[src/design/v3alu_sqrt_cell.sv]
// One step of a restoring square root: consumes two radicand bits and
// produces one root bit per cycle while adv is high, passing the item on to the next cell.
module v3alu_sqrt_cell #(
   parameter int RW     = 33,
   parameter int SIDE_W = 8
) (
   input  logic              clock,
   input  logic              reset,
   input  logic              adv,
   input  logic              v_in,
   input  logic [2*RW-1:0]   rad_in,
   input  logic [RW-1:0]     root_in,
   input  logic [RW:0]       rem_in,
   input  logic [SIDE_W-1:0] side_in,
   output logic              v_ff,
   output logic [2*RW-1:0]   rad_ff,
   output logic [RW-1:0]     root_ff,
   output logic [RW:0]       rem_ff,
   output logic [SIDE_W-1:0] side_ff
);

   logic [RW+2:0] rem_sh;
   logic [RW+2:0] trial;
   logic          take;

   // Bring down the next two radicand bits and try the next root bit.
   always_comb begin
      rem_sh = {rem_in, rad_in[2*RW-1 -: 2]};
      trial  = {1'b0, root_in, 2'b01};
      take   = (rem_sh >= trial);
   end

   always_ff @(posedge clock) begin
      if (reset) begin
         v_ff <= 1'b0;
      end else if (adv) begin
         v_ff <= v_in;
      end
   end

   // The remainder can reach twice the root, so it keeps RW+1 bits.
   always_ff @(posedge clock) begin
      if (adv) begin
         rad_ff  <= {rad_in[2*RW-3:0], 2'b00};
         root_ff <= {root_in[RW-2:0], take};
         rem_ff  <= take ? (RW+1)'(rem_sh - trial) : rem_sh[RW:0];
         side_ff <= side_in;
      end
   end

endmodule

[config.mk]
export PLATFORM = sky130hd
export DESIGN_NAME = v3alu_sqrt_cell
export DESIGN_NICKNAME = d
export VERILOG_FILES = /design/src/design/v3alu_sqrt_cell.sv
export SDC_FILE = /design/constraint.sdc
export NUM_CORES = 1
export LEC_CHECK = 0
export ABC_AREA = 1
export BUFFER_PORTS_ARGS = -buffer_cell sky130_fd_sc_hd__buf_4
export CAP_MARGIN = 20
export CELL_PAD_IN_SITES_DETAIL_PLACEMENT = 0
export CELL_PAD_IN_SITES_GLOBAL_PLACEMENT = 2
export CORE_MARGIN = 2
export CORE_UTILIZATION = 28
export DETAILED_ROUTE_END_ITERATION = 10
export HOLD_SLACK_MARGIN = 0.02
export PLACE_DENSITY_LB_ADDON = 0.05
export SLEW_MARGIN = 20
export SYNTH_ARGS = -nofsm -noshare
export SYNTH_HDL_FRONTEND = slang
export SYNTH_SLANG_ARGS = --single-unit
export TNS_END_PERCENT = 100
[constraint.sdc]
create_clock -name clock -period 2 [get_ports clock]
set_input_delay 0 -clock clock [delete_from_list [all_inputs] [get_ports clock]]
set_output_delay 0 -clock clock [all_outputs]
set_load 0.02 [all_outputs]
==> flow_metrics.py <==
metrics = {
    "outcome": {
        "status": "completed",
    },
    "worst_setup_path": {
        "r2r.worst_path.cells": 3,
        "cp_class": "input pin to flip-flop",
        "worst_setup_path_start_kind": "input pin",
        "crit_arrival_ns": 2.10,
        "reg2reg_setup_slack_ns": 0.87,
        "timing.critical_path.fanout_max": 16,
        "worst_r2r_end": "v_ff",
        "required_ns": 2.17,
        "crit_path_start": "rem_in[26]",
        "rr_startpoint": "v_ff",
        "critical_path_end_type": "flip-flop",
        "endpoint": "rem_ff[17]",
    },
    "synthesis": {
        "synth_seq_cells": 140,
        "synth-compound-area-share_pct": 2.97,
        "post_synth.cell_area_avg_um2": 9.37,
        "ys_warn_count": 0,
        "post_synth_inst_count": 791,
        "synth_xor_area_share_pct": 2.13,
        "largest_family_of_logic_cells_by_synthesized_area": "simple AND/OR/NAND/NOR gates",
        "area_of_the_mapped_netlist_um2": 7410,
        "synth.distinct_cells": 34,
        "ys_seq_area_share_pct": 56.6,
        "synthSimpleGateAreaFrac_pct": 23.7,
        "proportion_of_synthesized_area_in_mux_cells_pct": 0.135,
        "post_synth_fa_ha_maj_area_fraction_pct": 5.91,
    },
    "layout": {
        "fillerInstances": 2583,
        "highest_count_cells_in_the_layout_ignoring_fill_and_taps": "364 x buf_4, 253 x nand2_1, 139 x inv_1, 139 x dlygate4sd3_1, 139 x edfxtp_1",
        "final_common_cell": "buf_4",
        "register_area_um2": 4190,
        "multi_input_area_um2": 2750,
        "post_route_cells_drive_above_1_share_pct": 35.5,
        "final_nets": 1501,
        "insertedDiodeCount": 0,
        "layout.cell_area.non_filler_um2": 12800,
        "flow.area_growth_from_synthesis_pct": 72.5,
    },
    "routing": {
        "route.layer.met1.wl_mm": 12.1,
        "antenna_left": 0,
        "totalWireLength_mm": 25.8,
        "top_layer_used": "met4",
        "wl_per_cell_um": 15.5,
        "met2WireLength_mm": 12.3,
        "routed_via_density": 4.15,
        "num_vias": 6930,
        "first_pass_iters": 6,
        "route.met3.wl_mm": 1.20,
        "drc_errors": 0,
        "first_iter_violations": 287,
    },
    "power_and_ir_drop": {
        "power.share.combinational_pct": 28.3,
        "p_leak_uw": 0.00624,
        "p_per_area_nw_per_um2": 734,
        "total_switching_power_uw": 2940,
        "p_int_uw": 6440,
        "clock_share_of_power_pct": 32.8,
        "power.share.switching_pct": 31.4,
        "vdd.ir_drop.worst_mv": 0.477,
        "seq_power_share_pct": 38.9,
    },
    "run": {
        "timing.max_cap.violations": 0,
    },
    "sta": {
        "post_route_setup_slack_ns": 0.0703,
        "finalSetupTns_ns": 0,
        "finalCriticalPeriod_ns": 1.93,
        "finalSetupViolations": 0,
        "fin_crit_sh_pct": 96.5,
        "maxSlewViolCount": 0,
        "clock.fmax_mhz": 518,
        "fin_worst_skew_ns": 0,
        "final-hold-violation-count": 0,
        "timing.hold.ws_ns": 0.0672,
    },
    "placement": {
        "placedInstanceArea_um2": 10600,
        "gpl.final_weighted_congestion": 0.788,
        "io_buffer_count": 284,
        "hpwl_mm": 18.9,
        "placement.setup.worst_slack_ns": -0.0919,
    },
    "grt": {
        "number_of_global_route_vias_before_repair": 7074,
        "total_global_routing_track_utilization_pct": 17.9,
        "overflow_after_grt": 0,
        "global_route_wire_length_before_repair_mm": 39.0,
        "initial_antenna_violation_count": 0,
        "grt_start_max_net_pins": 41,
    },
    "clocking": {
        "clock_root_cell": "clkbuf_16",
        "cts.sinks": 140,
        "clk_pin_slew_ns": 0.07,
        "cts_buffers": 17,
        "worstSkewPairLatency_ns": 0.42,
        "clockBufferDepth": 2,
        "htree_levels": 4,
        "clock_tree_from_tritoncts": "yes",
    },
    "floorplanning": {
        "core_region_area_um2": 26100,
        "dieWidth_um": 167,
        "die_area_um2": 27800,
        "die-height_um": 167,
        "ios": 287,
        "floorplan.initialDensity_pct": 28.4,
        "core.rowCount": 59,
    },
    "min_path": {
        "hold_path.class": "input pin to flip-flop",
    },
}
state kept, by name (all words and copies together), names as in the netlist:
name,cells
v_ff,1
rem_ff,34
rad_ff,64
root_ff,33
side_ff,8
worst max-delay path, stage by stage:
cell	delay, ns
dlygate4sd3_1	0.54
buf_4	0.15
ha_4	0.27
nand2_4	0.05
nor2_4	0.11
nand2_2	0.08
nor2_4	0.13
nand2_2	0.08
nand2_2	0.10
a21oi_4	0.06
buf_6	0.12
nand2_8	0.18
inv_12	0.11
nand2_2	0.06
nand2_1	0.04
routing by layer:
layer	GRT usage [%]	up-vias
li1	-	3585
met1	24.2	3124
met2	30.1	209
met3	3.40	12
met4	3.37	0
met5	0	-
logic make-up after synthesis:
kind of cell / count (synthesis)
simple gates: 405
flops: 140
other cells: 1
fa+ha+maj: 35
buf+inv: 150
mux: 1
xor+xnor: 18
compound gates: 41
cell type report:
type / count / area share [%]
repair buffers: 513 / 33.5
flip-flops and latches: 140 / 32.8
multi-input cells: 504 / 21.5
inverters: 142 / 4.37
clock buffers: 17 / 3.33
well taps: 335 / 3.28
clock inverters: 14 / 0.969
repair inverters: 3 / 0.303
Yosys cell counts:
library cell	number	area share, %
nand2_1	262	13
inv_1	140	7.1
edfxtp_1	139	56
nor2_1	46	2.3
nand3_1	37	2.5
ha_1	35	5.9
nand2_2	28	2.4
a21oi_1	24	1.6
xor2_1	16	1.9
o21ai_0	11	0.74
nand4_1	6	0.51
nor2_2	6	0.51
nand3b_1	5	0.51
buf_6	4	0.61
nor3_1	4	0.27
and2_1	3	0.25
o21bai_1	3	0.30
a21oi_2	2	0.24
buf_4	2	0.20
nand3_2	2	0.27
nor2_4	2	0.30
xnor2_1	2	0.24
and3_1	1	0.084
buf_12	1	0.27
buf_8	1	0.20
conb_1	1	0.051
dfxtp_1	1	0.27
inv_2	1	0.051
inv_8	1	0.15
mux2i_1	1	0.14
nand2_4	1	0.15
nand2_8	1	0.27
o21ai_1	1	0.067
or2_2	1	0.084
worst min path at each step:
| stage | depth (start not counted) | startpoint | end | slack [ns] |
|---|---|---|---|---|
| floorplan | 1 | reset | v_ff | 0.07 |
| global placement | 2 | reset | v_ff | 0.16 |
| detailed placement | 2 | reset | v_ff | 0.16 |
| CTS | 4 | rad_in[65] | rem_ff[1] | 0.13 |
| global route | 3 | rem_in[28] | rem_ff[30] | 0.09 |
| finish | 3 | rem_in[28] | rem_ff[30] | 0.07 |
metrics by stage:
| step | std cells | power, µW | util, % |
|---|---|---|---|
| after CTS | 1658 | 9430 | 48.0 |
| final | 1668 | 9380 | 49.1 |
| after detailed placement | 1487 | 6070 | 40.5 |
| after floorplan | 792 | 4860 | - |
| after global routing | 1668 | 9850 | 49.1 |
| after global placement | 1487 | 6070 | 40.5 |
timing repair:
action / in CTS / in global routing
hold buffers: 140 / 1
gates resized for setup: 0 / 41
endpoints found under the setup margin: 0 / 34
setup buffers: 0 / 5
hold endpoints to repair: 169 / 1
power by group through the flow:
stage          combinational (µW)  clock, µW  sequential, µW
2_1_floorplan                 780          0            4080
3_3_place_gp                 2360          0            3710
3_5_place_dp                 2360          0            3710
4_1_cts                      2590       3190            3650
5_1_grt                      2890       3280            3680
6_report                     2650       3080            3650
No activity file was read; power rests on OpenSTA's default activity.
