## src/design/v3alu_div_cell.sv

```systemverilog
// One step of a restoring divider for three lanes sharing a divisor. The
// numerator register shifts out its top bit and takes in the quotient bit.
module v3alu_div_cell #(
   parameter int NW     = 48,
   parameter int DVW    = 33,
   parameter int SIDE_W = 8
) (
   input  logic                 clock,
   input  logic                 reset,
   input  logic                 adv,
   input  logic                 v_in,
   input  logic [DVW-1:0]       dvs_in,
   input  logic [2:0][NW-1:0]   num_in,
   input  logic [2:0][DVW-1:0]  rem_in,
   input  logic [SIDE_W-1:0]    side_in,
   output logic                 v_ff,
   output logic [DVW-1:0]       dvs_ff,
   output logic [2:0][NW-1:0]   num_ff,
   output logic [2:0][DVW-1:0]  rem_ff,
   output logic [SIDE_W-1:0]    side_ff
);

   logic [2:0][DVW:0]   rem_sh;
   logic [2:0]          take;
   logic [2:0][NW-1:0]  num_in_n;
   logic [2:0][DVW-1:0] rem_in_n;

   // Compare-and-subtract for each lane.
   always_comb begin
      for (int i = 0; i < 3; i++) begin
         rem_sh[i]   = {rem_in[i], num_in[i][NW-1]};
         take[i]     = (rem_sh[i] >= {1'b0, dvs_in});
         rem_in_n[i] = take[i] ? DVW'(rem_sh[i] - {1'b0, dvs_in}) : rem_sh[i][DVW-1:0];
         num_in_n[i] = {num_in[i][NW-2:0], take[i]};
      end
   end

   always_ff @(posedge clock) begin
      if (reset) begin
         v_ff <= 1'b0;
      end else if (adv) begin
         v_ff <= v_in;
      end
   end

   always_ff @(posedge clock) begin
      if (adv) begin
         dvs_ff  <= dvs_in;
         num_ff  <= num_in_n;
         rem_ff  <= rem_in_n;
         side_ff <= side_in;
      end
   end

endmodule

```

## config.mk

```make
export PLATFORM = sky130hd
export DESIGN_NAME = v3alu_div_cell
export DESIGN_NICKNAME = d
export VERILOG_FILES = /design/src/design/v3alu_div_cell.sv
export SDC_FILE = /design/constraint.sdc
export NUM_CORES = 1
export LEC_CHECK = 0
export ABC_AREA = 1
export ABC_CLOCK_PERIOD_IN_PS = 2000
export BUFFER_PORTS_ARGS = -buffer_cell sky130_fd_sc_hd__buf_2
export CORE_AREA = 2 2 224 226
export CTS_CLUSTER_DIAMETER = 150
export DETAILED_ROUTE_END_ITERATION = 6
export DIE_AREA = 0 0 226 228
export SLEW_MARGIN = 40
export SYNTH_ARGS = -nofsm -noshare
export SYNTH_HDL_FRONTEND = slang
export SYNTH_SLANG_ARGS = --single-unit
```

## constraint.sdc

```tcl
create_clock -name clock -period 2 [get_ports clock]
set_input_delay 0.1 -clock clock [delete_from_list [all_inputs] [get_ports clock]]
set_output_delay 0.1 -clock clock [all_outputs]
set_load 0.02 [all_outputs]
```

==> metrics.md, run 1 <==
| Metric | Value |
|---|---|
| Vias in the first global route | `19.6k` |
| GRT Max-Usage Layer | `met2` |
| Die Footprint | `51,500 um2` |
| CP startpoint kind | `input port` |
| Async SR Flop Fraction | `0` |
| Finished Layout Cells | `4,148` |
| Hold path start | `rem_in[3]` |
| Post-Route WL | `80,100 um` |
| Final worst path period need | `around 2.0 ns` |
| Largest net degree at the start of global routing | `52` |
| Distinct cells, synth | `35` |
| Pwr dens | `706 nW/um2` |
| CTS sink cnt | `285` |
| Worst hold stages | `4` |
| CTS H-tree lvls | `2` |
| Routed vias | `about 20k` |
| Routed WL per cell | `just under 20 um` |
| Largest delay share family, worst path | `buffers and inverters` |
| Placed cell count | `between 3k and 4k` |
| CP bufs+invs | `4` |
| Yosys top cell by area | `edfxtp_1` |
| TritonCTS clock tree | `yes` |
| CP required | `2.28 ns` |
| Post-synth EDFFs | `284` |
| Layout Nets | `3,827` |
| Area grow syn2layout | `62.3%` |
| Worst min path class | `input port to flip-flop` |
| Global-route wire length before repair | `113,000 um` |
| Clk_skew | `0 ns` |
| Final setup vio count | `1` |
| Post-DP HPWL | `60,700 um` |
| R2R depth | `3` |
| Met3 usage | `0.0453` |
| Final Hold Vio Count | `0` |
| Commonest cells post-synth | `nand2_1 (867), inv_1 (405), edfxtp_1 (284)` |
| CP Max Fanout | `8` |
| DR iter-0 viols | `1,362` |
| Top_reg_cell synth | `edfxtp_1` |
| Gate Count Post-Synth | `2,258` |
| Slew @ Worst Pin | `about 0.52 ns` |
| Max incr delay on CP | `0.54 ns` |
| M2 GR Usage | `0.516` |
| R2R Setup Slk | `0.83 ns` |
| Met1 Track Usage GR | `0.344` |
| Max_cap viols | `0` |
| Vert. Die Dim | `228 um` |
| Gp weighted congestion | `0.975` |
| Critical Path Sink Type | `flip-flop` |
| Status | `finished with violations` |
| # IOs | `about 570` |
| Cts bufs inserted | `35` |
| Tot Pwr | `about 21 mW` |
| Crit path DAT | `around 2.3 ns` |
| Clk pin slew, worst setup/hold paths | `about 0.06 ns` |
| Root Driver | `clkbuf_16` |
| Rows | `82` |
| Lkg Pwr | `15.1 nW` |
| Core area | `49,300 um2` |
| Top-count cell post-synth | `nand2_1` |
| Final worst-path cycle share | `1.00` |
| ANT nets after route | `0` |
| TritonRoute pass-1 iters | `5` |
| Via density | `4.77` |
| Initial antenna violation count | `12` |
| Setup ws final | `-0.00451 ns` |
| Clock latency on the worst-skew pair | `between 0.5 and 0.6 ns` |
| Die X-Extent | `around 230 um` |
| Top-area cell type share of the netlist area | `0.467` |
| Initial core utilization | `0.370` |
| Synth Register Bits | `285` |
| Critical path cell sequence | `dlygate4sd3_1, buf_2, ha_4, nand2_2, nor2_2, inv_1, nor3_4, nand2_8, clkbuf_16, nand3_1, nand2_1` |
| DRC viols | `0` |
| IO Port Bufs | `572` |
| Syn avg cell area | `8.08 um2` |
| Setup repair after global routing missed its margin | `yes` |
| Pins Over Slew Limit | `0` |
| Kind of critical path | `input port to flip-flop` |
| Share of layout cells above drive strength 1 | `0.344` |
| Worst vdd ir | `just under 0.6 mV` |
| Seq/Total Area, Yosys | `0.469` |
| Max Fclk | `499 MHz` |
| RR Endpoint | `v_ff` |
| Syn Nets | `between 2k and 3k` |
| GRT Total Usage | `0.294` |
| CP max-delay cell | `dlygate4sd3_1` |
| Relative slew slack | `0.652` |
| Mapped cell area | `18,200 um2` |
| Ys Warns | `0` |
| Violated checks | `setup timing` |
| Worst Hold Path EP | `rem_ff[4]` |
| Post-route setup TNS | `-0.00451 ns` |
| GR Overflow Total | `0` |
| Max clock buf depth | `3` |
| Synth area leaders | `edfxtp_1 (47%), nand2_1 (18%), inv_1 (8.3%), ha_1 (6.8%), nand3_1 (4.6%)` |
| R2R Path Start | `v_ff` |
## how the worst max path moves through the flow
stage / startpoint / endpoint / slack [ns] / cells past startpoint
floorplan: num_in[47] / rem_ff[31] / 0.25 / 13
global placement: dvs_in[32] / rem_ff[90] / -0.36 / 13
detailed placement: dvs_in[32] / rem_ff[89] / -0.37 / 14
CTS: rem_in[28] / rem_ff[20] / 0.01 / 13
global route: rem_in[15] / rem_ff[27] / -0.04 / 14
finish: rem_in[23] / rem_ff[12] / -0.005 / 11
## timing repair
action	CTS	global route
buffers inserted	0	13
setup endpoints to repair	0	101
gates resized for setup	0	196
hold endpoints to repair	312	0
hold buffers	281	0
## kinds of logic after synthesis
family | count (synthesis) | synth area share
flops | 285 | 0.469
compound gates | 72 | 0.0209
mux | 1 | 0.000549
buf+inv | 437 | 0.0968
xor+xnor | 42 | 0.0202
fa+ha+maj | 102 | 0.0712
simple gates | 1319 | 0.322
## routing by layer
metal,share of wire,up-vias,routed length [um]
li1,-,9554,-
met1,0.38,9267,30800
met2,0.49,801,39500
met3,0.066,179,5320
met4,0.055,0,4410
met5,0,-,0
## power by group
part	switching, mW	internal (mW)	total, mW
clock	2.66	3.84	6.50
combinational	4.05	2.79	6.83
sequential	0.212	7.35	7.56
total	6.92	14.0	20.9
## sequential cells by signal, summed over array words and instances (netlist names)
register,cells
dvs_ff,33
num_ff,144
rem_ff,99
side_ff,8
v_ff,1
## area by class of cell
type,count,area [um2]
Tap cell,672,841
Clock inverter,24,254
Inverter,409,1540
Timing Repair Buffer,1166,8530
Antenna cell,13,32.5
Sequential cell,285,8550
Multi-Input combinational cell,1540,8950
Clock buffer,39,912
Fill cell,4287,19800
## cells in the final DEF (no fill, tap or decap), drive strengths merged
cell type	instances
o21bai	1
nand3b	33
and2	22
xor2	39
nor3	27
edfxtp	284
dfxtp	1
nand2	891
o21ai	3
inv	411
a21o	6
bufinv	4
nand3	207
dlygate4sd3	274
a21oi	62
nand4	6
nor2	130
fa	3
mux2i	1
diode	13
xnor2	3
clkinv	14
clkinvlp	4
buf	881
clkbuf	43
ha	99
or2	7
dlymetal6s4s	7
## metrics by stage
step                      hold WS, ns  setup WS, ns  cell area (um2)  utilization
final                          0.0248      -0.00451            29600        0.600
after global routing           0.0320       -0.0376            29600        0.600
after CTS                     0.00109       0.00967            28300        0.573
after detailed placement        0.261        -0.366            24300        0.492
after global placement          0.258        -0.356            24300        0.492
after floorplan                 0.172         0.254            18200            -
## tightest hold or removal path, delay by kind of cell
kind / cells / cell delay, ns
simple gates: 2 / 0.13
buf+inv: 2 / 0.24
(Power assumes the default switching activity.)
==> run 2: changes to the inputs <==
--- a/config.mk
+++ b/config.mk
@@ -12,6 +12,7 @@
 export CTS_CLUSTER_DIAMETER = 150
 export DETAILED_ROUTE_END_ITERATION = 6
 export DIE_AREA = 0 0 226 228
+export GPL_TIMING_DRIVEN = 0
 export SLEW_MARGIN = 40
 export SYNTH_ARGS = -nofsm -noshare
 export SYNTH_HDL_FRONTEND = slang
==> metrics.md, run 2 (synthesis gave the netlist of run 1 again) <==
| Metric | Value |
|---|---|
| Final setup vio count | `0` |
| Routed vias | `between 15k and 20k` |
| ANT nets after route | `0` |
| CTS sink cnt | `285` |
| Initial core utilization | `0.370` |
| Int Power | `13.2 mW` |
| Pwr dens | `between 700 and 800 nW/um2` |
| Final Hold Vio Count | `0` |
| Max incr delay on CP | `roughly 0.54 ns` |
| Area after DPL | `22,000 um2` |
| Max clock buf depth | `3` |
| Worst vdd ir | `between 0.4 and 0.5 mV` |
| CP Max Fanout | `10` |
| Initial antenna violation count | `17` |
| Vias in the first global route | `18.0k` |
| Max Fclk | `between 500 and 600 MHz` |
| Share of layout cells above drive strength 1 | `0.279` |
| Final worst path period need | `1.96 ns` |
| Final worst-path cycle share | `0.982` |
| Top Registers | `num_ff: 144 flops, rem_ff: 99 flops, dvs_ff: 33 flops` |
| Largest register FFs | `144` |
| CP max-delay cell | `dlygate4sd3_1` |
| Layout Nets | `3,574` |
| CTS H-tree lvls | `2` |
| IO Port Bufs | `572` |
| Rows | `82` |
| Root Driver | `clkbuf_16` |
| Die X-Extent | `226 um` |
| Global-route wire length before repair | `106,000 um` |
| Pins Over Slew Limit | `0` |
| Clock share of power | `0.317` |
| Relative slew slack | `0.676` |
| GR Overflow Total | `0` |
| Cts bufs inserted | `34` |
| Slew @ Worst Pin | `roughly 0.49 ns` |
| Post-route cell area | `~27,000 um2` |
| Clk pin slew, worst setup/hold paths | `0.06 ns` |
| Clk_skew | `0 ns` |
| # IOs | `roughly 570` |
| Flop pwr share | `0.382` |
| DR iter-0 viols | `1,116` |
| Lkg Pwr | `13.5 nW` |
| Combinational share of power | `0.301` |
| Switching share of power | `0.329` |
| Die Footprint | `51,500 um2` |
| Setup repair after global routing missed its margin | `yes` |
| Crit path DAT | `2.27 ns` |
| Routed WL per cell | `18.9 um` |
| Clock latency on the worst-skew pair | `~0.53 ns` |
| Vert. Die Dim | `228 um` |
| Most frequent cells in the layout | `nand2_1 (839), buf_2 (581), inv_1 (379)` |
| Critical path cell sequence | `dlygate4sd3_1, buf_2, fa_1, nand3_1, nand3_2, nand2_2, nand2_2, nand2_4, nand2_8, buf_8, nand3_2, nand2_1` |
| Max_cap viols | `0` |
| TritonCTS clock tree | `yes` |
| Largest net degree at the start of global routing | `79` |
| CP required | `2.30 ns` |
| Gp weighted congestion | `1.01` |
| GRT Total Usage | `0.277` |
| Via density | `4.73` |
| Sw Pwr | `6.50 mW` |
| DRC viols | `0` |
| Status | `finished clean` |
| Area grow syn2layout | `48.3%` |
| Kind of critical path | `input port to flip-flop` |
| Worst min path class | `input port to flip-flop` |
| Post-DP HPWL | `56,600 um` |
| Critical Path Sink Type | `flip-flop` |
| CP startpoint kind | `input port` |
| Post-Route WL | `73,500 um` |
| Largest reg by FF count | `num_ff` |
| Post-route setup TNS | `0 ns` |
| TritonRoute pass-1 iters | `5` |
| Core area | `49,300 um2` |
| Commonest non-fill, non-tap cell in the layout | `nand2_1` |
[run 2: final cells by class]
type	instances	area (um2)
clock inverter	21	235
fill	4535	22300
antenna	14	35.0
clock buffer	39	870
timing repair buffer	890	6170
tap	672	841
sequential	285	8550
buffer	28	248
inverter	409	1620
multi-input combinational	1536	8490
[run 2: worst paths after layout]
kind / startpoint / end / slack [ns] / cells past startpoint
max: rem_in[66] / rem_ff[89] / 0.04 / 12
min: rem_in[33] / rem_ff[34] / 0.03 / 3
max reg2reg: v_ff / v_ff / 0.86 / 3
min reg2reg: v_ff / v_ff / 1.05 / 3
[run 2: what timing repair did]
action                     4_1_cts  5_1_grt
gates resized for setup         18      118
pin swaps                        1       13
setup buffers                    5       30
hold endpoints to repair       279        1
setup endpoints to repair       21       88
hold buffers                   279        1
[run 2: worst max-delay path: cells and delay by family]
| family | cells | cell delay [ns] |
|---|---|---|
| buffers and inverters | 3 | 0.86 |
| AND/OR/NAND/NOR | 8 | 0.84 |
| adder cells (fa/ha/maj) | 1 | 0.44 |
[run 2: through the flow]
stage	worst slack, ns	std cells	power, mW	utilization	hold slack (ns)
after floorplan	0.254	2258	10.8	-	0.172
after global placement	-3.23	3502	12.8	0.445	0.259
after detailed placement	-0.722	3505	12.8	0.447	0.265
after CTS	-0.0154	3849	19.5	0.529	-0.127
after global routing	-0.0121	3893	20.6	0.548	0.0203
final	0.0354	3894	19.7	0.548	0.0257
[run 2: power groups by stage]
stage          logic [mW]  registers [mW]  clock network (mW)
6_report             5.95            7.53                6.25
5_1_grt              6.44            7.59                6.61
4_1_cts              5.63            7.53                6.39
3_5_place_dp         5.11            7.65                   0
3_3_place_gp         5.07            7.69                   0
2_1_floorplan        2.31            8.45                   0
[run 2: metal layers]
| metal | share of wire | GRT usage | vias up |
|---|---|---|---|
| li1 | - | - | 9039 |
| met4 | 0.054 | 0.144 | 2 |
| met3 | 0.061 | 0.0478 | 162 |
| met5 | 0.00014 | 0 | - |
| met2 | 0.50 | 0.488 | 673 |
| met1 | 0.39 | 0.319 | 8545 |
